===== config.mk =====
export PLATFORM = sky130hd
export DESIGN_NAME = tmoire_wave
export DESIGN_NICKNAME = d
export VERILOG_FILES = /design/src/hw/rtl/tmoire_pkg.sv /design/src/hw/rtl/tmoire_wave.sv
export SDC_FILE = /design/constraint.sdc
export NUM_CORES = 1
export LEC_CHECK = 0
export BUFFER_PORTS_ARGS = -buffer_cell sky130_fd_sc_hd__buf_2
export CAP_MARGIN = 5
export CORE_ASPECT_RATIO = 0.75
export CORE_MARGIN = 5
export CORE_UTILIZATION = 60
export CTS_BUF_LIST = sky130_fd_sc_hd__clkbuf_16
export DETAILED_ROUTE_END_ITERATION = 10
export PLACE_DENSITY = 0.82
export SLEW_MARGIN = 20
export SYNTH_ARGS = -nofsm -noshare
export SYNTH_HDL_FRONTEND = slang
export SYNTH_SLANG_ARGS = --single-unit

===== constraint.sdc =====
create_clock -name clk -period 8.8 [get_ports clk]
set_input_delay 1.76 -clock clk [delete_from_list [all_inputs] [get_ports clk]]
set_output_delay 1.76 -clock clk [all_outputs]
set_load 0.02 [all_outputs]

===== src/hw/rtl/tmoire_pkg.sv =====
`timescale 1ns / 1ps

package tmoire_pkg;

  localparam int COORD_W    = 11;  // column / row
  localparam int FRAME_W    = 12;  // frame width / height
  localparam int CENTRE_W   = 20;  // ring centre, 8 fraction bits
  localparam int SCALE_W    = 17;  // ring frequency
  localparam int FRAC_BITS  = 8;
  localparam int POS_W      = 21;  // pixel position about the frame centre
  localparam int DIFF_W     = 22;  // position minus ring centre
  localparam int OFS_W      = 18;  // offset after the shift by 4
  localparam int OFS_SHIFT  = 4;
  localparam int SQ_W       = 33;  // one squared offset
  localparam int SUM_W      = 34;  // sum of both squares
  localparam int SUMQ_W     = SUM_W - FRAC_BITS;       // sum >> 8
  localparam int SQ_IN_W    = SUMQ_W + 2 * FRAC_BITS;  // radicand
  localparam int ROOT_W     = SQ_IN_W / 2;             // distance
  localparam int REM_W      = ROOT_W + 2;              // partial remainder
  localparam int PROD_W     = ROOT_W + SCALE_W;
  localparam int GREY_W     = 8;
  localparam int COLOUR_W   = 3 * GREY_W;

  localparam int CFG_IDX_W  = 3;
  localparam int CFG_DATA_W = 20;

  localparam logic [CFG_IDX_W-1:0] REG_CENTRE_ONE_X   = 3'd0;
  localparam logic [CFG_IDX_W-1:0] REG_CENTRE_ONE_Y   = 3'd1;
  localparam logic [CFG_IDX_W-1:0] REG_CENTRE_TWO_X   = 3'd2;
  localparam logic [CFG_IDX_W-1:0] REG_CENTRE_TWO_Y   = 3'd3;
  localparam logic [CFG_IDX_W-1:0] REG_RING_SCALE_ONE = 3'd4;
  localparam logic [CFG_IDX_W-1:0] REG_RING_SCALE_TWO = 3'd5;
  localparam logic [CFG_IDX_W-1:0] REG_FRAME_WIDTH    = 3'd6;
  localparam logic [CFG_IDX_W-1:0] REG_FRAME_HEIGHT   = 3'd7;

  localparam logic signed [CENTRE_W-1:0] RST_CENTRE_ONE_X = 20'sd0;
  localparam logic signed [CENTRE_W-1:0] RST_CENTRE_ONE_Y = 20'sd0;
  localparam logic signed [CENTRE_W-1:0] RST_CENTRE_TWO_X = 20'sd3276;
  localparam logic signed [CENTRE_W-1:0] RST_CENTRE_TWO_Y = 20'sd2457;
  localparam logic [SCALE_W-1:0]         RST_RING_SCALE   = 17'd16384;
  localparam logic [FRAME_W-1:0]         RST_FRAME_WIDTH  = 12'd640;
  localparam logic [FRAME_W-1:0]         RST_FRAME_HEIGHT = 12'd480;

endpackage


===== src/hw/rtl/tmoire_wave.sv =====
`timescale 1ns / 1ps

// Ring scale multiply, then triangle wave on the low 8 bits of the ring index.
module tmoire_wave (
  input  logic                            clk,
  input  logic                            rst,
  input  logic                            in_vld,
  input  logic [tmoire_pkg::ROOT_W-1:0]   distance,
  input  logic [tmoire_pkg::SCALE_W-1:0]  scale,
  output logic                            out_vld,
  output logic [tmoire_pkg::GREY_W-1:0]   grey
);

  localparam logic [16:0] TRI_SLOPE = 17'd510;

  logic [tmoire_pkg::PROD_W-1:0]  prod;
  logic                           vld1;
  logic [tmoire_pkg::GREY_W-1:0]  phase;
  logic [16:0]                    ramp;
  logic [tmoire_pkg::GREY_W-1:0]  tri_val;

  assign prod = {{tmoire_pkg::SCALE_W{1'b0}}, distance} * {{tmoire_pkg::ROOT_W{1'b0}}, scale};

  // rising half uses the phase itself, falling half the phase past 128
  assign ramp    = TRI_SLOPE * {10'd0, phase[6:0]};
  assign tri_val = phase[7] ? (8'd255 - ramp[15:8]) : ramp[15:8];

  always_ff @(posedge clk) begin
    if (rst) begin
      vld1    <= 1'b0;
      out_vld <= 1'b0;
    end else begin
      vld1    <= in_vld;
      out_vld <= vld1;
    end
  end

  always_ff @(posedge clk) begin
    phase <= prod[2*tmoire_pkg::FRAC_BITS +: tmoire_pkg::GREY_W];
    grey  <= tri_val;
  end

endmodule


Word level (Yosys, flattened, before mapping)

Index checks and enable logic that the tools add are counted.

Output and inout bits: 9
Bits in registers: 18
Word-level logic and storage cells: 8

Multipliers: 2
Add/sub/neg operators: 1
Muxes and demuxes: 1

Operators with widths:

| cell                                             | count |
|---|---|
| multiplier 21 x 17 -> 24 bit                     | 1 |
| multiplier 8 x 7 -> 15 bit, first input constant | 1 |
| two-way mux 8 bit                                | 1 |
| subtractor 8 bit, first input constant           | 1 |

Logic depth before layout (Yosys ltp)

Depth in word-level cells: 3
Mapped depth: 21

Least setup slack after synthesis

OpenSTA, ideal clock, no wires.

Path kind: input port to flip-flop
Start: input port scale[4] (netlist name)
End: register phase[7] (netlist name)
Data arrival time: 6,962 ps
Buffers on the path: 2
Cell stages on the path: 20
Path slack: 1,712 ps
Library setup time: 126 ps
Required time: 8,674 ps
Cell sequence: clkbuf_1 > buf_1 > nand2_1 > fa_1 > fa_1 > fa_1 > fa_1 > inv_1 > fa_1 > inv_1 > fa_1 > inv_1 > ha_1 > a211oi_2 > nand2_1 > a211o_1 > a41oi_2 > nor2_1 > o41ai_2 > xnor2_1

Word-level cells in the longest chain between the ends: 1

Ends and longest elaborated chain:

| item                         | line              | source |
|---|---|---|
| start: declaration           | tmoire_wave.sv:9  | `input logic [tmoire_pkg::SCALE_W-1:0] scale,` |
| multiplier 21 x 17 -> 24 bit | tmoire_wave.sv:22 | `assign prod = {{tmoire_pkg::SCALE_W{1'b0}}, distance} * {{tmoire_pkg::ROOT_W{1'b0}}, scale};` |
| via prod (one bit)           | tmoire_wave.sv:16 | `logic [tmoire_pkg::PROD_W-1:0] prod;` |
| end signal: assignment       | tmoire_wave.sv:39 | `phase <= prod[2*tmoire_pkg::FRAC_BITS +: tmoire_pkg::GREY_W];` |
| end: declaration             | tmoire_wave.sv:18 | `logic [tmoire_pkg::GREY_W-1:0] phase;` |

The timed path passes the listed nets, and every way through them passes these cells.
A chain may end at the register's enable or synchronous reset.

Final worst setup path

Start: input port scale[2] (netlist name)
End: register phase[2] (netlist name)

The elaborated chain is that of the path after synthesis.

==> flow_summary.json <==
{
  "status": "finished, final reports clean",
  "ys.flop_type": "dfxtp_1",
  "drt_iter0_drc": 440,
  "post_cts_buffers": 0,
  "cp_cell_sequence": "buf_2 -> nand2_1 -> fa_1 -> fa_1 -> fa_1 -> fa_1 -> inv_1 -> fa_1 -> inv_1 -> fa_1 -> inv_1 -> ha_1 -> a211oi_2 -> nand2_1 -> a211o_1 -> a41oi_2 -> o21bai_1 -> o311ai_0",
  "syn2layout_area_growth_pct": 4.78,
  "finalCriticalPeriod_ns": 7.06,
  "fp.dieH_um": 117,
  "critPathArrivalTime_ns": 7.20,
  "cp.required_ns": 8.94,
  "die-area_um2": 17700,
  "synthMuxAreaShare_pct": 0.110,
  "wl_per_cell_um": 16.6,
  "synth_seq_cells": 18,
  "drive_gt1_share_pct": 5.32,
  "clockBufferDepth": 2,
  "post-route-period-util_pct": 80.3,
  "ys_seq_area_share_pct": 3.97,
  "die_w_um": 152,
  "crit_type": "input pin to flip-flop",
  "antennaDiodeCount": 0,
  "async_reset_ff_share_pct": 0,
  "syn_area_um2": 9090,
  "crit_slowest_cell": "fa_1",
  "setup_tns_ns": 0,
  "hp-class": "flip-flop to flip-flop",
  "fin_skew_ns": 0.00194,
  "slew_headroom_pct": 64.2,
  "clk_pin_slew_worst_paths_ns": 0.06,
  "setup_viol": 0,
  "cts_max_level": 1,
  "synth-simple-area-share_pct": 15.1,
  "syn_inst": 1037,
  "cts_resized": 0,
  "max_stage_delay_ns": 0.58,
  "routabilityCongestion": 0.937,
  "grt_pass1_wl_um": 35800,
  "fill_cells": 1257,
  "grt_pass1_vias": 7254,
  "final-max-slew-violation-count": 0,
  "crit_top_cell": "fa_1",
  "clock_latency_ns": 0.25,
  "layout_commonest_cell": "inv_1",
  "track_usage_pct": 25.2,
  "drc": 0,
  "synth_area_per_cell_um2": 8.76,
  "mostFrequentLayoutCells": "inv_1, fa_1, nand2_1",
  "synth_edf_count": 0,
  "drtPass1Iterations": 5,
  "ys_types": 36,
  "path_max_fanout": 21,
  "startpoint_type": "input pin",
  "synthAdderAreaFrac_pct": 59.3,
  "antenna_found_initial": 1,
  "synth.net_count": 1381,
  "routed_via_density": 5.26,
  "cts_root_buffer": "clkbuf_16",
  "grt_max_degree": 22,
  "end_kind": "flip-flop",
  "ant_nets": 0,
  "synth_top_family_by_area": "adder cells",
  "cts_buffers": 3,
  "place.detailed.hpwl_um": 17100,
  "worst_pin_slew_ns": 0.536,
  "clock.fmax_ghz": 0.142,
  "num_vias": 6611,
  "synth_xor_area_share_pct": 5.01,
  "wl_um": 20900,
  "finish.net_count": 1397,
  "drv_cap": 0,
  "holdBufCountCts": 0,
  "port_buffers": 49,
  "synth-compound-area-share_pct": 3.04,
  "initial_core_util_pct": 60.5,
  "io_pins": 50,
  "rows": 39,
  "cts_sinks": 18,
  "yosysWarnings": 0,
  "rsz0062_at_grt": "false",
  "finalHoldViolations": 0,
  "fp.coreArea_um2": 15000,
  "cts_tree": "done",
  "grt_overflow_total": 0
}
[layout make-up]
type                    instances  area, um2  area share, %
flip-flops and latches         18        360           3.78
inverters                     287       1080           11.3
multi-input cells             694       7500           78.8
well taps                     205        256           2.69
clock inverters                 1       3.75         0.0394
repair buffers                 49        245           2.58
clock buffers                   3       75.1          0.789
[state kept, by name, indices dropped and copies added (netlist names)]
signal	flops
grey	8
out_vld	1
phase	8
vld1	1
[through the flow]
stage	cells	utilization, %	hold slack (ns)	worst slack (ns)	area (um2)
finish	1257	63.3	0.445	1.74	9520
global route	1257	63.3	0.459	1.43	9520
CTS	1257	63.3	0.448	1.76	9520
detailed placement	1253	62.8	0.444	1.46	9440
global placement	1253	62.8	0.419	1.64	9440
floorplan	1037	-	0.414	1.71	9090
[Yosys cell counts, types with 2 or more instances]
library cell	instances	area share [%]
nand3_1	2	0.11
nor3_1	3	0.17
and3_1	2	0.14
nand2_1	191	7.9
o21ai_0	8	0.44
o21a_1	3	0.25
xor2_1	8	0.77
nor2b_1	6	0.41
nor2_1	6	0.25
buf_2	3	0.17
a21oi_1	12	0.66
a21o_1	4	0.33
a31oi_1	3	0.21
fa_1	213	47
clkbuf_1	34	1.4
o21bai_1	2	0.17
and2_1	83	5.7
xnor2_1	44	4.2
inv_1	287	12
ha_1	90	12
dfxtp_1	18	4.0
[final timing paths]
path,to,slack [ns],cells after the start,start
worst max-delay path,phase[2],1.74,18,scale[2]
worst max register to register,grey[4],4.63,12,phase[4]
worst min-delay path,out_vld,0.44,1,vld1
worst min register to register,out_vld,0.44,1,vld1
[layer usage]
metal	GRT usage [%]	wire length, um
met5	0	20
met4	8.86	792
met1	33.8	8680
met3	5.04	1850
met2	41.6	9510
[critical path, delay by kind of cell]
| family | cells | cell delay, ns |
|---|---|---|
| fa+ha+maj | 7 | 3.35 |
| compound gates | 5 | 1.34 |
| buf+inv | 4 | 0.50 |
| simple gates | 2 | 0.24 |
[logic make-up (layout without fill, tap and decap cells)]
kind of cell | count (synthesis) | count (layout)
and+or+nand+nor | 298 | 298
AOI/OAI and AO/OA | 40 | 40
muxes | 1 | 1
DFF | 18 | 18
adders and majority gates | 303 | 303
buffers and inverters | 325 | 340
xor gates and xnor gates | 52 | 52
Power is not shown: default switching activity piles up to over one toggle a cycle in this logic, so the estimate is an artifact.
