==> src/hw/rtl/tmoire_pkg.sv <==
`timescale 1ns / 1ps

package tmoire_pkg;

  localparam int COORD_W    = 11;  // column / row
  localparam int FRAME_W    = 12;  // frame width / height
  localparam int CENTRE_W   = 20;  // ring centre, 8 fraction bits
  localparam int SCALE_W    = 17;  // ring frequency
  localparam int FRAC_BITS  = 8;
  localparam int POS_W      = 21;  // pixel position about the frame centre
  localparam int DIFF_W     = 22;  // position minus ring centre
  localparam int OFS_W      = 18;  // offset after the shift by 4
  localparam int OFS_SHIFT  = 4;
  localparam int SQ_W       = 33;  // one squared offset
  localparam int SUM_W      = 34;  // sum of both squares
  localparam int SUMQ_W     = SUM_W - FRAC_BITS;       // sum >> 8
  localparam int SQ_IN_W    = SUMQ_W + 2 * FRAC_BITS;  // radicand
  localparam int ROOT_W     = SQ_IN_W / 2;             // distance
  localparam int REM_W      = ROOT_W + 2;              // partial remainder
  localparam int PROD_W     = ROOT_W + SCALE_W;
  localparam int GREY_W     = 8;
  localparam int COLOUR_W   = 3 * GREY_W;

  localparam int CFG_IDX_W  = 3;
  localparam int CFG_DATA_W = 20;

  localparam logic [CFG_IDX_W-1:0] REG_CENTRE_ONE_X   = 3'd0;
  localparam logic [CFG_IDX_W-1:0] REG_CENTRE_ONE_Y   = 3'd1;
  localparam logic [CFG_IDX_W-1:0] REG_CENTRE_TWO_X   = 3'd2;
  localparam logic [CFG_IDX_W-1:0] REG_CENTRE_TWO_Y   = 3'd3;
  localparam logic [CFG_IDX_W-1:0] REG_RING_SCALE_ONE = 3'd4;
  localparam logic [CFG_IDX_W-1:0] REG_RING_SCALE_TWO = 3'd5;
  localparam logic [CFG_IDX_W-1:0] REG_FRAME_WIDTH    = 3'd6;
  localparam logic [CFG_IDX_W-1:0] REG_FRAME_HEIGHT   = 3'd7;

  localparam logic signed [CENTRE_W-1:0] RST_CENTRE_ONE_X = 20'sd0;
  localparam logic signed [CENTRE_W-1:0] RST_CENTRE_ONE_Y = 20'sd0;
  localparam logic signed [CENTRE_W-1:0] RST_CENTRE_TWO_X = 20'sd3276;
  localparam logic signed [CENTRE_W-1:0] RST_CENTRE_TWO_Y = 20'sd2457;
  localparam logic [SCALE_W-1:0]         RST_RING_SCALE   = 17'd16384;
  localparam logic [FRAME_W-1:0]         RST_FRAME_WIDTH  = 12'd640;
  localparam logic [FRAME_W-1:0]         RST_FRAME_HEIGHT = 12'd480;

endpackage

==> src/hw/rtl/tmoire_sqrt.sv <==
`timescale 1ns / 1ps

// Pipelined integer square root: one root bit per stage.
module tmoire_sqrt (
  input  logic                             clk,
  input  logic                             rst,
  input  logic                             in_vld,
  input  logic [tmoire_pkg::SQ_IN_W-1:0]   radicand,
  output logic                             out_vld,
  output logic [tmoire_pkg::ROOT_W-1:0]    root
);

  localparam int NSTG = tmoire_pkg::ROOT_W;

  logic                            cur_vld  [0:NSTG-1];
  logic [tmoire_pkg::SQ_IN_W-1:0]  cur_rad  [0:NSTG-1];
  logic [tmoire_pkg::ROOT_W-1:0]   cur_root [0:NSTG-1];
  logic [tmoire_pkg::REM_W-1:0]    cur_rem  [0:NSTG-1];

  logic [tmoire_pkg::SQ_IN_W-1:0]  nxt_rad  [0:NSTG-1];
  logic [tmoire_pkg::ROOT_W-1:0]   nxt_root [0:NSTG-1];
  logic [tmoire_pkg::REM_W-1:0]    nxt_rem  [0:NSTG-1];

  logic                            st_vld   [0:NSTG-1];
  logic [tmoire_pkg::SQ_IN_W-1:0]  st_rad   [0:NSTG-1];
  logic [tmoire_pkg::ROOT_W-1:0]   st_root  [0:NSTG-1];
  logic [tmoire_pkg::REM_W-1:0]    st_rem   [0:NSTG-1];

  always_comb begin
    cur_vld[0]  = in_vld;
    cur_rad[0]  = radicand;
    cur_root[0] = '0;
    cur_rem[0]  = '0;
    for (int k = 1; k < NSTG; k++) begin
      cur_vld[k]  = st_vld[k-1];
      cur_rad[k]  = st_rad[k-1];
      cur_root[k] = st_root[k-1];
      cur_rem[k]  = st_rem[k-1];
    end
  end

  // bring down the next two radicand bits, try (root << 2) | 1
  always_comb begin
    logic [tmoire_pkg::REM_W-1:0] trial_rem;
    logic [tmoire_pkg::REM_W-1:0] trial_sub;
    for (int k = 0; k < NSTG; k++) begin
      trial_rem = {cur_rem[k][tmoire_pkg::REM_W-3:0],
                   cur_rad[k][tmoire_pkg::SQ_IN_W-1 -: 2]};
      trial_sub = {cur_root[k], 2'b01};
      nxt_rad[k] = cur_rad[k] << 2;
      if (trial_rem >= trial_sub) begin
        nxt_rem[k]  = trial_rem - trial_sub;
        nxt_root[k] = {cur_root[k][tmoire_pkg::ROOT_W-2:0], 1'b1};
      end else begin
        nxt_rem[k]  = trial_rem;
        nxt_root[k] = {cur_root[k][tmoire_pkg::ROOT_W-2:0], 1'b0};
      end
    end
  end

  always_ff @(posedge clk) begin
    if (rst) begin
      for (int k = 0; k < NSTG; k++) begin
        st_vld[k] <= 1'b0;
      end
    end else begin
      for (int k = 0; k < NSTG; k++) begin
        st_vld[k] <= cur_vld[k];
      end
    end
  end

  always_ff @(posedge clk) begin
    for (int k = 0; k < NSTG; k++) begin
      st_rad[k]  <= nxt_rad[k];
      st_root[k] <= nxt_root[k];
      st_rem[k]  <= nxt_rem[k];
    end
  end

  assign out_vld = st_vld[NSTG-1];
  assign root    = st_root[NSTG-1];

  // the remainder of a finished root never exceeds twice the root
  a_rem_bound: assert property (@(posedge clk) disable iff (rst)
    out_vld |-> (st_rem[NSTG-1] <= {1'b0, root, 1'b0}))
    else $error("sqrt remainder out of range");

  a_rst_flush: assert property (@(posedge clk)
    rst |=> !out_vld)
    else $error("sqrt word survived reset");

endmodule

==> config.mk <==
export PLATFORM = sky130hd
export DESIGN_NAME = tmoire_sqrt
export DESIGN_NICKNAME = d
export VERILOG_FILES = /design/src/hw/rtl/tmoire_pkg.sv /design/src/hw/rtl/tmoire_sqrt.sv
export SDC_FILE = /design/constraint.sdc
export NUM_CORES = 1
export LEC_CHECK = 0
export BUFFER_PORTS_ARGS = -buffer_cell sky130_fd_sc_hd__buf_2
export CAP_MARGIN = 5
export CORE_MARGIN = 4
export CORE_UTILIZATION = 50
export CTS_CLUSTER_SIZE = 30
export DETAILED_ROUTE_END_ITERATION = 10
export PLACE_DENSITY_LB_ADDON = 0.05
export SLEW_MARGIN = 20
export SYNTH_ARGS = -nofsm -noshare
export SYNTH_HDL_FRONTEND = slang
export SYNTH_SLANG_ARGS = --single-unit
==> constraint.sdc <==
create_clock -name clk -period 3.5 [get_ports clk]
set_input_delay 0.35 -clock clk [delete_from_list [all_inputs] [get_ports clk]]
set_output_delay 0.35 -clock clk [all_outputs]
set_load 0.02 [all_outputs]
# Yosys cells after proc, flatten, opt, wreduce, memory -nomap -nowiden
# Memory sizes are Yosys's and may differ from the RTL's.
# Index checks and enable logic that the tools add are counted.
# word_totals
mem_count	4
input_bits	45
output_inout_bits	22
ram_bits	1785
register_bits	0
elab_cells	133
# mem_list
name	depth	width	rd	rd_clocked_by_memory_dff	write_ports	line	text
st_rad	21	40	20	0	21	tmoire_sqrt.sv:25	logic [tmoire_pkg::SQ_IN_W-1:0] st_rad [0:NSTG-1];
st_rem	21	23	20	0	21	tmoire_sqrt.sv:27	logic [tmoire_pkg::REM_W-1:0] st_rem [0:NSTG-1];
st_root	21	21	21	0	21	tmoire_sqrt.sv:26	logic [tmoire_pkg::ROOT_W-1:0] st_root [0:NSTG-1];
st_vld	21	1	21	0	21	tmoire_sqrt.sv:24	logic st_vld [0:NSTG-1];
# classes
muxes	66
order_cmp	21
add_sub_neg	21
bitwise_logic	21
# ops
op	count
23-bit two-way mux	21
23-bit >= comparator	20
23-bit subtractor	20
1-bit two-way mux	45
1-bit OR	21
2-bit by 1-bit subtractor with 3-bit output (second input constant)	1
2-bit by 1-bit >= comparator with 1-bit output (second input constant)	1

# Longest topological paths before layout
# depth
ltp_word	3
depth_mapped	13
mapped_depth_nobuf	11

# Least setup slack after synthesis
# OpenSTA, ideal clock, no wires.
# synth_path
path_kind	reg-to-reg
startpoint	mem st_root[2][22] (netlist bit)
endpoint	mem st_rem[4][64] (netlist bit)
n_path_buf	2
required_time_ns	3.379
stages_incl_launch_ff	11
setup_slack_ns	0.825
t_arrival_ns	2.555
cell_sequence	dfxtp_1 -> inv_1 -> ha_1 -> clkbuf_1 -> nor3_1 -> a2111oi_0 -> o21bai_1 -> a211o_1 -> nand3_1 -> buf_2 -> mux2_2
# synth_rtl
element	line
from (decl)	tmoire_sqrt.sv:26
to (decl)	tmoire_sqrt.sv:27

==> results.md <==
* CTS Root Cell: clkbuf_16
* Worst-path fanout max at 4
* Tightest Pin Transition at 0.846 ns
* CTS max path bufs at 3
* Area delta synth->final at 15.0%
* CP Class: flip-flop to flip-flop
* Pin count of the biggest net entering global routing at 26
* Sum Neg Setup Slack at 0 ns
* Slew Viols, Final at 0
* Drt drc at 0
* Crit end category: flip-flop
* Number of port buffers at 66
* Wire length on met2 at 34.8 mm
* Reg2Reg Launch Point: st_root[1][147]
* Mapped cell area at 0.0389 mm²
* Crit-path cells: inv_1 -> ha_1 -> o21ai_0 -> a2111oi_1 -> nor2_1 -> o21ai_1 -> a31oi_2 -> a2111oi_0 -> xor2_1
* Main synth FF type: dfxtp_1
* Post-Syn Instances at 3796
* DR top layer: met4
* Core Footprint at 0.0765 mm²
* Die width at 287 µm
* CTS tree: done
* Avg Cell Area, Syn at 10.2 µm²
* Ports at 67
* Max-cap violations at 0
* Clock Sinks at 1066
* Register bit total from synthesis at 1066
* Commonest non-fill, non-tap cell in the layout: dfxtp_1
* Routed length per placed instance at 15.1 µm
* CP arrival at 3.50 ns
* Fin nets at 4272
* Final setup violation count at 0
* Power per cell area at 757 mW/mm²
* First-pass detailed-route iteration total at 5
* Cts repair resizes at 0
* CP bufs+invs at 1
* Synth cell types at 80
* Clk_lat worst skew at 0.67 ns
* Synth top area share at 54.9%
* Fin crit share at 85.5%
* Detailed Place HPWL at 56.4 mm
* Cell Rows at 101
* Gr ovfl total at 0
* CP Launch Point: st_root[1][147]
* Max Freq at 0.334 GHz
* Drt total wl at 77.0 mm
* Register area share after synthesis at 54.9%
* Req. time, crit path at 4.01 ns
* Hold Path Origin: rst
* Met3 WL post-DR at 2.89 mm
* Reg clk slew, reported paths at 0.06 ns
* Final GP Congestion at 0.896
* Skew final at 0.0344 ns
* Critical path's top delay family: compound AO/OA/AOI/OAI gates
* First-pass GRT wire length at 127 mm
* Vias per cell at 5.04
* Vias at 25700
* Vias in the first global route at 25300
* Unrepaired setup endpoints after global routing: no
* Worst Hold Class: input pin to flip-flop
* Metal-1 WL at 37.1 mm
* GRT Total Usage at 18.6%
* Post-synth EDFFs at 0
* Overall power at 33.8 mW
* Worst Setup Start Kind: flip-flop
* Top post-synthesis cells by area: dfxtp_1 (55%), ha_1 (8.1%), xor2_1 (3.5%)
* Lkg Pwr at 20.8 nW
* Max incr delay on CP at 0.70 ns
* Num CTS Buffers at 106
* Initial antenna violation count at 0
* CP max-delay cell: a2111oi_1
* Slew HR at 42.9%
* Chip Height at 287 µm
* Synth Net Count at 4094
* Die Area at 0.0822 mm²
* Initial core utilization at 50.8%
* Final hold vios at 0
* DRT iter0 DRCs at 1303
* Ratio of cells with drive above 1 in the final layout at 8.92%
* Layout fillers at 6642
* Max rail drop VDD at 435 µV
* Outcome: finished clean
* Yosys top cell by area: dfxtp_1
* Min Tclk post-route at 2.99 ns
* Most frequent cells in the layout: dfxtp_1 (1066), inv_1 (325), nor2_1 (255)
* Final ANT Viol Nets at 0
* H-tree depth at 3
* Async S/R FF share, synth at 0%
* Warning count from the yosys run at 0
* Utilization after layout at 58.4%
## state kept, by name, indices dropped and copies added (netlist names)
signal,flops
st_rad,420
st_rem,394
st_root,231
st_vld,21
## power by group
group	total (mW)	switching, mW	internal (mW)	leakage [nW]
sequential	15.7	1.49	14.2	8.92
combinational	6.38	3.44	2.94	10.0
clock	11.8	4.69	7.06	1.82
total	33.8	9.62	24.2	20.8
## cell usage after synthesis, types with 45 or more instances
cell type	count
a21o_1	56
a21oi_1	209
clkbuf_1	58
dfxtp_1	1066
ha_1	253
inv_1	325
nand2_1	227
nand3_1	60
nor2_1	255
nor2b_1	53
nor3_1	94
nor4_1	51
o21a_1	52
o21ai_0	177
or3_1	45
xnor2_1	143
xor2_1	155
## area by class of cell
| cell class | count | area (µm²) | area share (%) |
|---|---|---|---|
| flip-flops and latches | 1066 | 21300 | 47.8 |
| multi-input cells | 2335 | 16100 | 35.9 |
| clock buffers | 144 | 3030 | 6.77 |
| well taps | 1030 | 1290 | 2.88 |
| inverters | 325 | 1220 | 2.73 |
| repair buffers | 140 | 1010 | 2.26 |
| clock inverters | 50 | 742 | 1.66 |
| diodes | 1 | 2.50 | 0.00560 |
## path summary, 6_finish.rpt
| kind | slack (ns) | cells past startpoint | end |
|---|---|---|---|
| min | 0.07 | 2 | st_vld[1][7] |
| max | 0.51 | 9 | st_rem[4][20] |
| min reg2reg | 0.32 | 0 | st_rad[1][153] |
| max reg2reg | 0.51 | 9 | st_rem[4][20] |
## metal layers
| metal | vias to the layer above | track usage (%) |
|---|---|---|
| met2 | 458 | 30.5 |
| met5 | - | 0 |
| met3 | 162 | 3.06 |
| met1 | 11600 | 25.2 |
| li1 | 13400 | - |
| met4 | 0 | 5.92 |
## kinds of logic after synthesis
family	Yosys count	share of synthesized area (%)
buf+inv	395	3.85
fa+ha+maj	253	8.15
mux	49	1.39
xor+xnor	298	6.72
other cells	1	0.00965
flops	1066	54.9
simple gates	996	12.9
compound gates	738	12.1
## through the flow
stage	worst slack (ns)	cells	hold WS, ns	cell area, µm²
2_1_floorplan	0.825	3796	0.310	38900
3_3_place_gp	0.573	4852	0.309	40500
3_5_place_dp	0.500	4852	0.312	40500
4_1_cts	0.479	5090	0.0222	44700
5_1_grt	0.295	5090	0.0580	44700
6_report	0.506	5091	0.0691	44700
## what timing repair did
action / in CTS / in global routing
hold endpoints to repair: 44 / 0
buffers inserted: 0 / 0
hold buffers: 44 / 0
(Power assumes the default switching activity.)
