--- config.mk ---
export PLATFORM = sky130hd
export DESIGN_NAME = tmoire_front
export DESIGN_NICKNAME = d
export VERILOG_FILES = /design/src/hw/rtl/tmoire_pkg.sv /design/src/hw/rtl/tmoire_front.sv
export SDC_FILE = /design/constraint.sdc
export NUM_CORES = 2
export LEC_CHECK = 0
export ABC_AREA = 0
export BUFFER_PORTS_ARGS = -buffer_cell sky130_fd_sc_hd__buf_2
export CAP_MARGIN = 20
export CORE_MARGIN = 1.5
export CORE_UTILIZATION = 66
export CTS_BUF_LIST = sky130_fd_sc_hd__clkbuf_2 sky130_fd_sc_hd__clkbuf_4 sky130_fd_sc_hd__clkbuf_8
export DETAILED_ROUTE_END_ITERATION = 8
export PLACE_DENSITY_LB_ADDON = 0.15
export SETUP_SLACK_MARGIN = 0.2
export SYNTH_ARGS = -nofsm -noshare
export SYNTH_HDL_FRONTEND = slang
export SYNTH_SLANG_ARGS = --single-unit
--- constraint.sdc ---
create_clock -name clk -period 7 [get_ports clk]
set_clock_uncertainty 0.2 [all_clocks]
set_input_delay 0.35 -clock clk [delete_from_list [all_inputs] [get_ports clk]]
set_output_delay 0.35 -clock clk [all_outputs]
set_load 0.02 [all_outputs]
--- src/hw/rtl/tmoire_pkg.sv ---
`timescale 1ns / 1ps

package tmoire_pkg;

  localparam int COORD_W    = 11;  // column / row
  localparam int FRAME_W    = 12;  // frame width / height
  localparam int CENTRE_W   = 20;  // ring centre, 8 fraction bits
  localparam int SCALE_W    = 17;  // ring frequency
  localparam int FRAC_BITS  = 8;
  localparam int POS_W      = 21;  // pixel position about the frame centre
  localparam int DIFF_W     = 22;  // position minus ring centre
  localparam int OFS_W      = 18;  // offset after the shift by 4
  localparam int OFS_SHIFT  = 4;
  localparam int SQ_W       = 33;  // one squared offset
  localparam int SUM_W      = 34;  // sum of both squares
  localparam int SUMQ_W     = SUM_W - FRAC_BITS;       // sum >> 8
  localparam int SQ_IN_W    = SUMQ_W + 2 * FRAC_BITS;  // radicand
  localparam int ROOT_W     = SQ_IN_W / 2;             // distance
  localparam int REM_W      = ROOT_W + 2;              // partial remainder
  localparam int PROD_W     = ROOT_W + SCALE_W;
  localparam int GREY_W     = 8;
  localparam int COLOUR_W   = 3 * GREY_W;

  localparam int CFG_IDX_W  = 3;
  localparam int CFG_DATA_W = 20;

  localparam logic [CFG_IDX_W-1:0] REG_CENTRE_ONE_X   = 3'd0;
  localparam logic [CFG_IDX_W-1:0] REG_CENTRE_ONE_Y   = 3'd1;
  localparam logic [CFG_IDX_W-1:0] REG_CENTRE_TWO_X   = 3'd2;
  localparam logic [CFG_IDX_W-1:0] REG_CENTRE_TWO_Y   = 3'd3;
  localparam logic [CFG_IDX_W-1:0] REG_RING_SCALE_ONE = 3'd4;
  localparam logic [CFG_IDX_W-1:0] REG_RING_SCALE_TWO = 3'd5;
  localparam logic [CFG_IDX_W-1:0] REG_FRAME_WIDTH    = 3'd6;
  localparam logic [CFG_IDX_W-1:0] REG_FRAME_HEIGHT   = 3'd7;

  localparam logic signed [CENTRE_W-1:0] RST_CENTRE_ONE_X = 20'sd0;
  localparam logic signed [CENTRE_W-1:0] RST_CENTRE_ONE_Y = 20'sd0;
  localparam logic signed [CENTRE_W-1:0] RST_CENTRE_TWO_X = 20'sd3276;
  localparam logic signed [CENTRE_W-1:0] RST_CENTRE_TWO_Y = 20'sd2457;
  localparam logic [SCALE_W-1:0]         RST_RING_SCALE   = 17'd16384;
  localparam logic [FRAME_W-1:0]         RST_FRAME_WIDTH  = 12'd640;
  localparam logic [FRAME_W-1:0]         RST_FRAME_HEIGHT = 12'd480;

endpackage

--- src/hw/rtl/tmoire_front.sv ---
`timescale 1ns / 1ps

// Offset, square and sum for one ring: three register stages.
module tmoire_front (
  input  logic                                 clk,
  input  logic                                 rst,
  input  logic                                 in_vld,
  input  logic signed [tmoire_pkg::POS_W-1:0]  px,
  input  logic signed [tmoire_pkg::POS_W-1:0]  py,
  input  logic signed [tmoire_pkg::CENTRE_W-1:0] cx,
  input  logic signed [tmoire_pkg::CENTRE_W-1:0] cy,
  output logic                                 out_vld,
  output logic [tmoire_pkg::SUMQ_W-1:0]        sum_q
);

  logic signed [tmoire_pkg::DIFF_W-1:0]  diff_x;
  logic signed [tmoire_pkg::DIFF_W-1:0]  diff_y;
  logic signed [2*tmoire_pkg::OFS_W-1:0] prod_x;
  logic signed [2*tmoire_pkg::OFS_W-1:0] prod_y;
  logic [tmoire_pkg::SUM_W-1:0]          sum_full;

  logic                                  vld1;
  logic                                  vld2;
  logic signed [tmoire_pkg::OFS_W-1:0]   ofs_x;
  logic signed [tmoire_pkg::OFS_W-1:0]   ofs_y;
  logic [tmoire_pkg::SQ_W-1:0]           sq_x;
  logic [tmoire_pkg::SQ_W-1:0]           sq_y;

  assign diff_x = {px[tmoire_pkg::POS_W-1], px}
                - {{(tmoire_pkg::DIFF_W - tmoire_pkg::CENTRE_W){cx[tmoire_pkg::CENTRE_W-1]}}, cx};
  assign diff_y = {py[tmoire_pkg::POS_W-1], py}
                - {{(tmoire_pkg::DIFF_W - tmoire_pkg::CENTRE_W){cy[tmoire_pkg::CENTRE_W-1]}}, cy};

  assign prod_x   = ofs_x * ofs_x;
  assign prod_y   = ofs_y * ofs_y;
  assign sum_full = {1'b0, sq_x} + {1'b0, sq_y};

  always_ff @(posedge clk) begin
    if (rst) begin
      vld1    <= 1'b0;
      vld2    <= 1'b0;
      out_vld <= 1'b0;
    end else begin
      vld1    <= in_vld;
      vld2    <= vld1;
      out_vld <= vld2;
    end
  end

  always_ff @(posedge clk) begin
    // arithmetic shift gives the floor of the division by 16
    ofs_x <= diff_x[tmoire_pkg::DIFF_W-1:tmoire_pkg::OFS_SHIFT];
    ofs_y <= diff_y[tmoire_pkg::DIFF_W-1:tmoire_pkg::OFS_SHIFT];
    sq_x  <= prod_x[tmoire_pkg::SQ_W-1:0];
    sq_y  <= prod_y[tmoire_pkg::SQ_W-1:0];
    sum_q <= sum_full[tmoire_pkg::SUM_W-1:tmoire_pkg::FRAC_BITS];
  end

endmodule

### Word-level counts from Yosys, hierarchy flattened

Cells that the tools add are included.

| word-level totals | value |
|---|---|
| register bits after elaboration | 131 |
| bits in latches | 0 |
| memory bits (writable) | 0 |
| memory bits (read-only) | 0 |
| input bits | 85 |
| output and inout bits | 27 |
| word-level logic and storage cells | 13 |
| memories | 0 |

| cells by class | value |
|---|---|
| $add $sub $neg | 3 |
| multiply operators | 2 |
| divide/modulo/power cells | 0 |
| magnitude comparators | 0 |
| eq/ne operators | 0 |
| shift-type cells | 0 |
| mux-type cells | 0 |
| bitwise logic cells | 0 |
| reduce and logical (&&, ||, !) cells | 0 |

Operator list:

| operator | number |
|---|---|
| multiplier 18 x 18 -> 33 bit | 2 |
| subtractor 21 x 20 -> 22 bit | 2 |
| adder 33 x 33 -> 34 bit | 1 |

### Longest topological paths before layout

| depth | value |
|---|---|
| word-level depth | 1 |
| gate-level depth with buffers | 25 |
| mapped depth without buffers | 23 |

### Worst setup path before layout

No wires, ideal clock.

| path | value |
|---|---|
| path kind | register to register |
| from | register ofs_x[17] (netlist bit) |
| to | register sq_x[32] (netlist bit) |
| setup time | 0.140 ns |
| arrival time | 6.105 ns |
| required time | 6.660 ns |
| setup slack | 0.555 ns |
| stages on the path, launching flop included | 24 |
| path buffers | 2 |
| period minus slack after synthesis | 6.445 ns |
| cells stage by stage | dfxtp_1 -> clkbuf_1 -> clkbuf_1 -> nand2_1 -> fa_1 -> inv_1 -> fa_1 -> inv_1 -> fa_1 -> fa_1 -> inv_1 -> fa_1 -> inv_1 -> fa_1 -> inv_1 -> ha_1 -> a21oi_1 -> nor2_1 -> a211oi_2 -> a31oi_1 -> a311oi_2 -> o21ai_2 -> o311ai_0 -> o211ai_1 |

| on the way | value |
|---|---|
| cells in the longest elaborated chain, start to end | 1 |

RTL lines:

| item | line | text |
|---|---|---|
| start: declaration | tmoire_front.sv:24 | `logic signed [tmoire_pkg::OFS_W-1:0] ofs_x;` |
| start signal: assignment | tmoire_front.sv:52 | `ofs_x <= diff_x[tmoire_pkg::DIFF_W-1:tmoire_pkg::OFS_SHIFT];` |
| multiplier 18 x 18 -> 33 bit | tmoire_front.sv:34 | `assign prod_x = ofs_x * ofs_x;` |
| named net prod_x, one bit | tmoire_front.sv:18 | `logic signed [2*tmoire_pkg::OFS_W-1:0] prod_x;` |
| end signal: assignment | tmoire_front.sv:54 | `sq_x <= prod_x[tmoire_pkg::SQ_W-1:0];` |
| end: declaration | tmoire_front.sv:26 | `logic [tmoire_pkg::SQ_W-1:0] sq_x;` |

The timed path passes the listed nets, and every way through them passes these cells.
A chain may end at the register's enable or synchronous reset.

### Worst setup path after layout

Ends and elaborated chain as after synthesis.

==> metrics.md <==
| Metric | Value |
|---|---|
| Status | `finished, final reports clean` |
| Startpoint Class | `flop` |
| Period utilisation layout | `0.9402` |
| Required @ worst endpoint | `7160 ps` |
| CTS sink count | `127` |
| Core footprint | `38920 um2` |
| Critical Path Fanout Max | `12` |
| Clk slew on worst S/H paths | `90 ps` |
| ANT cells | `0` |
| I/O pins | `112` |
| Syn Inst Count | `2846` |
| Share of cells above drive strength 1 | `0.07798` |
| Initial core utilization | `0.6735` |
| Vias in the first global route | `21177` |
| Worst r2r src | `ofs_x[17]$_DFF_P_` |
| Worst-margin pin slew | `641.0 ps` |
| Hold crit path type | `input pin to flop` |
| Synth Area per Inst | `9.209 um2` |
| Fmax | `0.1519 GHz` |
| Mux cell area share after synthesis | `0.002005` |
| Ys async rst share | `0` |
| Worst Setup End Kind | `flop` |
| Yosys warnings | `0` |
| FP Rows | `72` |
| Starting DRC count in detailed routing | `948` |
| Global-route wire length before repair | `96.53 mm` |
| Net Count, Synth | `3749` |
| HP Start | `py[14]` |
| Number of synthesized register bits | `127` |
| Reg-to-reg endpoint | `sq_x[32]$_DFF_P_` |
| Drt wl/cell | `15.63 um` |
| All-layer global routing usage | `0.2953` |
| CTS tree | `built` |
| Post-Synth Simple-Gate Area | `0.1023` |
| Sequential-to-total area share from yosys stat | `0.09700` |
| Total Die Area | `40920 um2` |
| Clock root buffer | `clkbuf_8` |
| DRC violations left | `0` |
| Max Slew Vio Count | `0` |
| Final setup fails | `0` |
| Largest family of logic cells by synthesized area | `adder cells` |
| CTS Buf Count | `17` |
| Total routed wirelength | `54.80 mm` |
| Crit path DAT | `6740 ps` |
| I/O Buffers | `111` |
| Post-Synth XOR/XNOR Area | `0.04444` |
| FF-to-FF setup slack | `420 ps` |
| Total congestion overflow | `0` |
| Height of the die | `202.3 um` |
| Post-synth EDFFs | `0` |
| Max-slew headroom | `0.5659` |
| Reg2Reg Depth | `22` |
| # nets final | `3878` |
| Initial antenna violation count | `1` |
| First-pass DRT Iterations | `5` |
| Area grow syn2layout | `7.204%` |
| Final HPWL DP | `47.19 mm` |
| Post-DRT Antenna Nets | `0` |
| Setup Total Neg Slack | `0 ps` |
| Hold depth | `3` |
| Post-Syn Area | `26210 um2` |
| Adder-Cell Fraction of Synth Area | `0.5483` |
| Clock Path Buffers | `2` |
| Die Width | `202.3 um` |
| Placed Area | `27550 um2` |
| Period minus WS final | `6581 ps` |
| Top_reg_cell synth | `dfxtp_1` |
| Setup CP Type | `flop to flop` |
| RSZ-0062 raised after global routing | `yes` |
| Worst skew pair latency | `500 ps` |
| Fin. Hold Viols | `0` |
| Vias per cell | `5.378` |
| Via count | `18856` |
| Worst Hold End | `ofs_y[10]$_DFF_P_` |
| Cell area after layout | `28100 um2` |
| RePlAce Congestion | `0.8898` |
| Largest net degree at the start of global routing | `20` |
| Maxcap violations | `0` |
| Synth Area in Compound Gates | `0.07509` |
| H-tree depth | `4` |
| Distinct cells, synth | `72` |
## timing repair
| item | in CTS | in global routing |
|---|---|---|
| hold buffers | 6 | 0 |
| endpoints found under the setup margin | 0 | 11 |
| resized for setup | 0 | 18 |
| setup buffers | 0 | 2 |
| endpoints found under the hold margin | 7 | 0 |
## registers in the layout (all words and copies together), names as in the netlist
signal   cells
sq_x        31
sq_y        31
sum_q       26
ofs_x       18
ofs_y       18
out_vld      1
vld1         1
vld2         1
## final cells by class
type	count	area [um2]
repair buffers	164	968.4
clock buffers	17	234.0
flip-flops and latches	127	2556
well taps	518	648.1
multi-input cells	1805	20270
fillers	2977	10820
clock inverters	15	193.9
inverters	860	3232
## kinds of logic after synthesis
logic type / Yosys count
compound gates: 276
xor+xnor: 133
fa+ha+maj: 818
buf+inv: 914
flops: 127
mux: 5
simple gates: 573
## placed cells by master, fill, tap and decap left out, types with 7 or more instances in the layout
master / synthesis / routed
a211o_1: 7 / 7
a211oi_1: 10 / 10
a21o_1: 35 / 35
a21oi_1: 79 / 79
and2_1: 95 / 95
and3_1: 13 / 13
buf_2: 0 / 111
buf_4: 0 / 47
clkbuf_8: 0 / 17
dfxtp_1: 127 / 116
dfxtp_2: 0 / 11
fa_1: 551 / 551
ha_1: 267 / 266
inv_1: 860 / 859
nand2_1: 232 / 232
nand2b_1: 19 / 19
nand3_1: 22 / 22
nand4_1: 7 / 7
nor2_1: 116 / 115
nor2b_1: 22 / 22
nor3_1: 23 / 23
o211ai_1: 12 / 12
o21a_1: 16 / 16
o21ai_0: 34 / 34
o21bai_1: 11 / 11
xnor2_1: 102 / 102
xor2_1: 31 / 31
## stage by stage
step           cells  worst slack, ps  hold slack (ps)  utilization
6_report        3506            418.7            23.98       0.7220
3_5_place_dp    3466            338.3            231.6       0.7079
2_1_floorplan   2846            555.2            213.8            -
3_3_place_gp    3466            573.9            220.1       0.7079
4_1_cts         3504            301.7            1.042       0.7204
5_1_grt         3506            146.7            27.56       0.7220
## worst max path at each step
stage,cells past startpoint,to,from
2_1_floorplan,23,sq_x[32]$_DFF_P_,ofs_x[17]$_DFF_P_
3_3_place_gp,20,sq_x[29]$_DFF_P_,ofs_x[5]$_DFF_P_
3_5_place_dp,21,sq_y[32]$_DFF_P_,ofs_y[2]$_DFF_P_
4_1_cts,21,sq_y[32]$_DFF_P_,ofs_y[2]$_DFF_P_
5_1_grt,21,sq_y[32]$_DFF_P_,ofs_y[4]$_DFF_P_
6_report,22,sq_x[32]$_DFF_P_,ofs_x[17]$_DFF_P_
## critical path, stage by stage (launching register included)
cell	delay, ps
dfxtp_1	330
inv_1	430
nor2_1	190
fa_1	550
inv_1	60
fa_1	540
inv_1	60
fa_1	500
inv_1	60
fa_1	550
fa_1	440
fa_1	500
inv_1	40
ha_1	340
nand4_1	110
nor2_1	60
a211oi_2	300
a31oi_1	180
a311oi_2	290
buf_4	180
o21ai_2	90
o311ai_0	310
o211ai_1	140
## synthesized netlist by cell type (31+ instances only)
cell,count,area share
fa_1,551,0.42
dfxtp_1,127,0.097
inv_1,860,0.12
and2_1,95,0.023
xor2_1,31,0.010
xnor2_1,102,0.034
clkbuf_1,52,0.0074
a21o_1,35,0.010
o21ai_0,34,0.0065
ha_1,267,0.13
nand2_1,232,0.033
nor2_1,116,0.017
a21oi_1,79,0.015
## metal layers
layer | global-route usage | routed length, um
met1 | 0.3689 | 21820
met2 | 0.5290 | 28680
met3 | 0.03773 | 2729
met4 | 0.1000 | 1559
met5 | 0 | 13
Power is not shown: default switching activity piles up to over one toggle a cycle in this logic, so the estimate is an artifact.
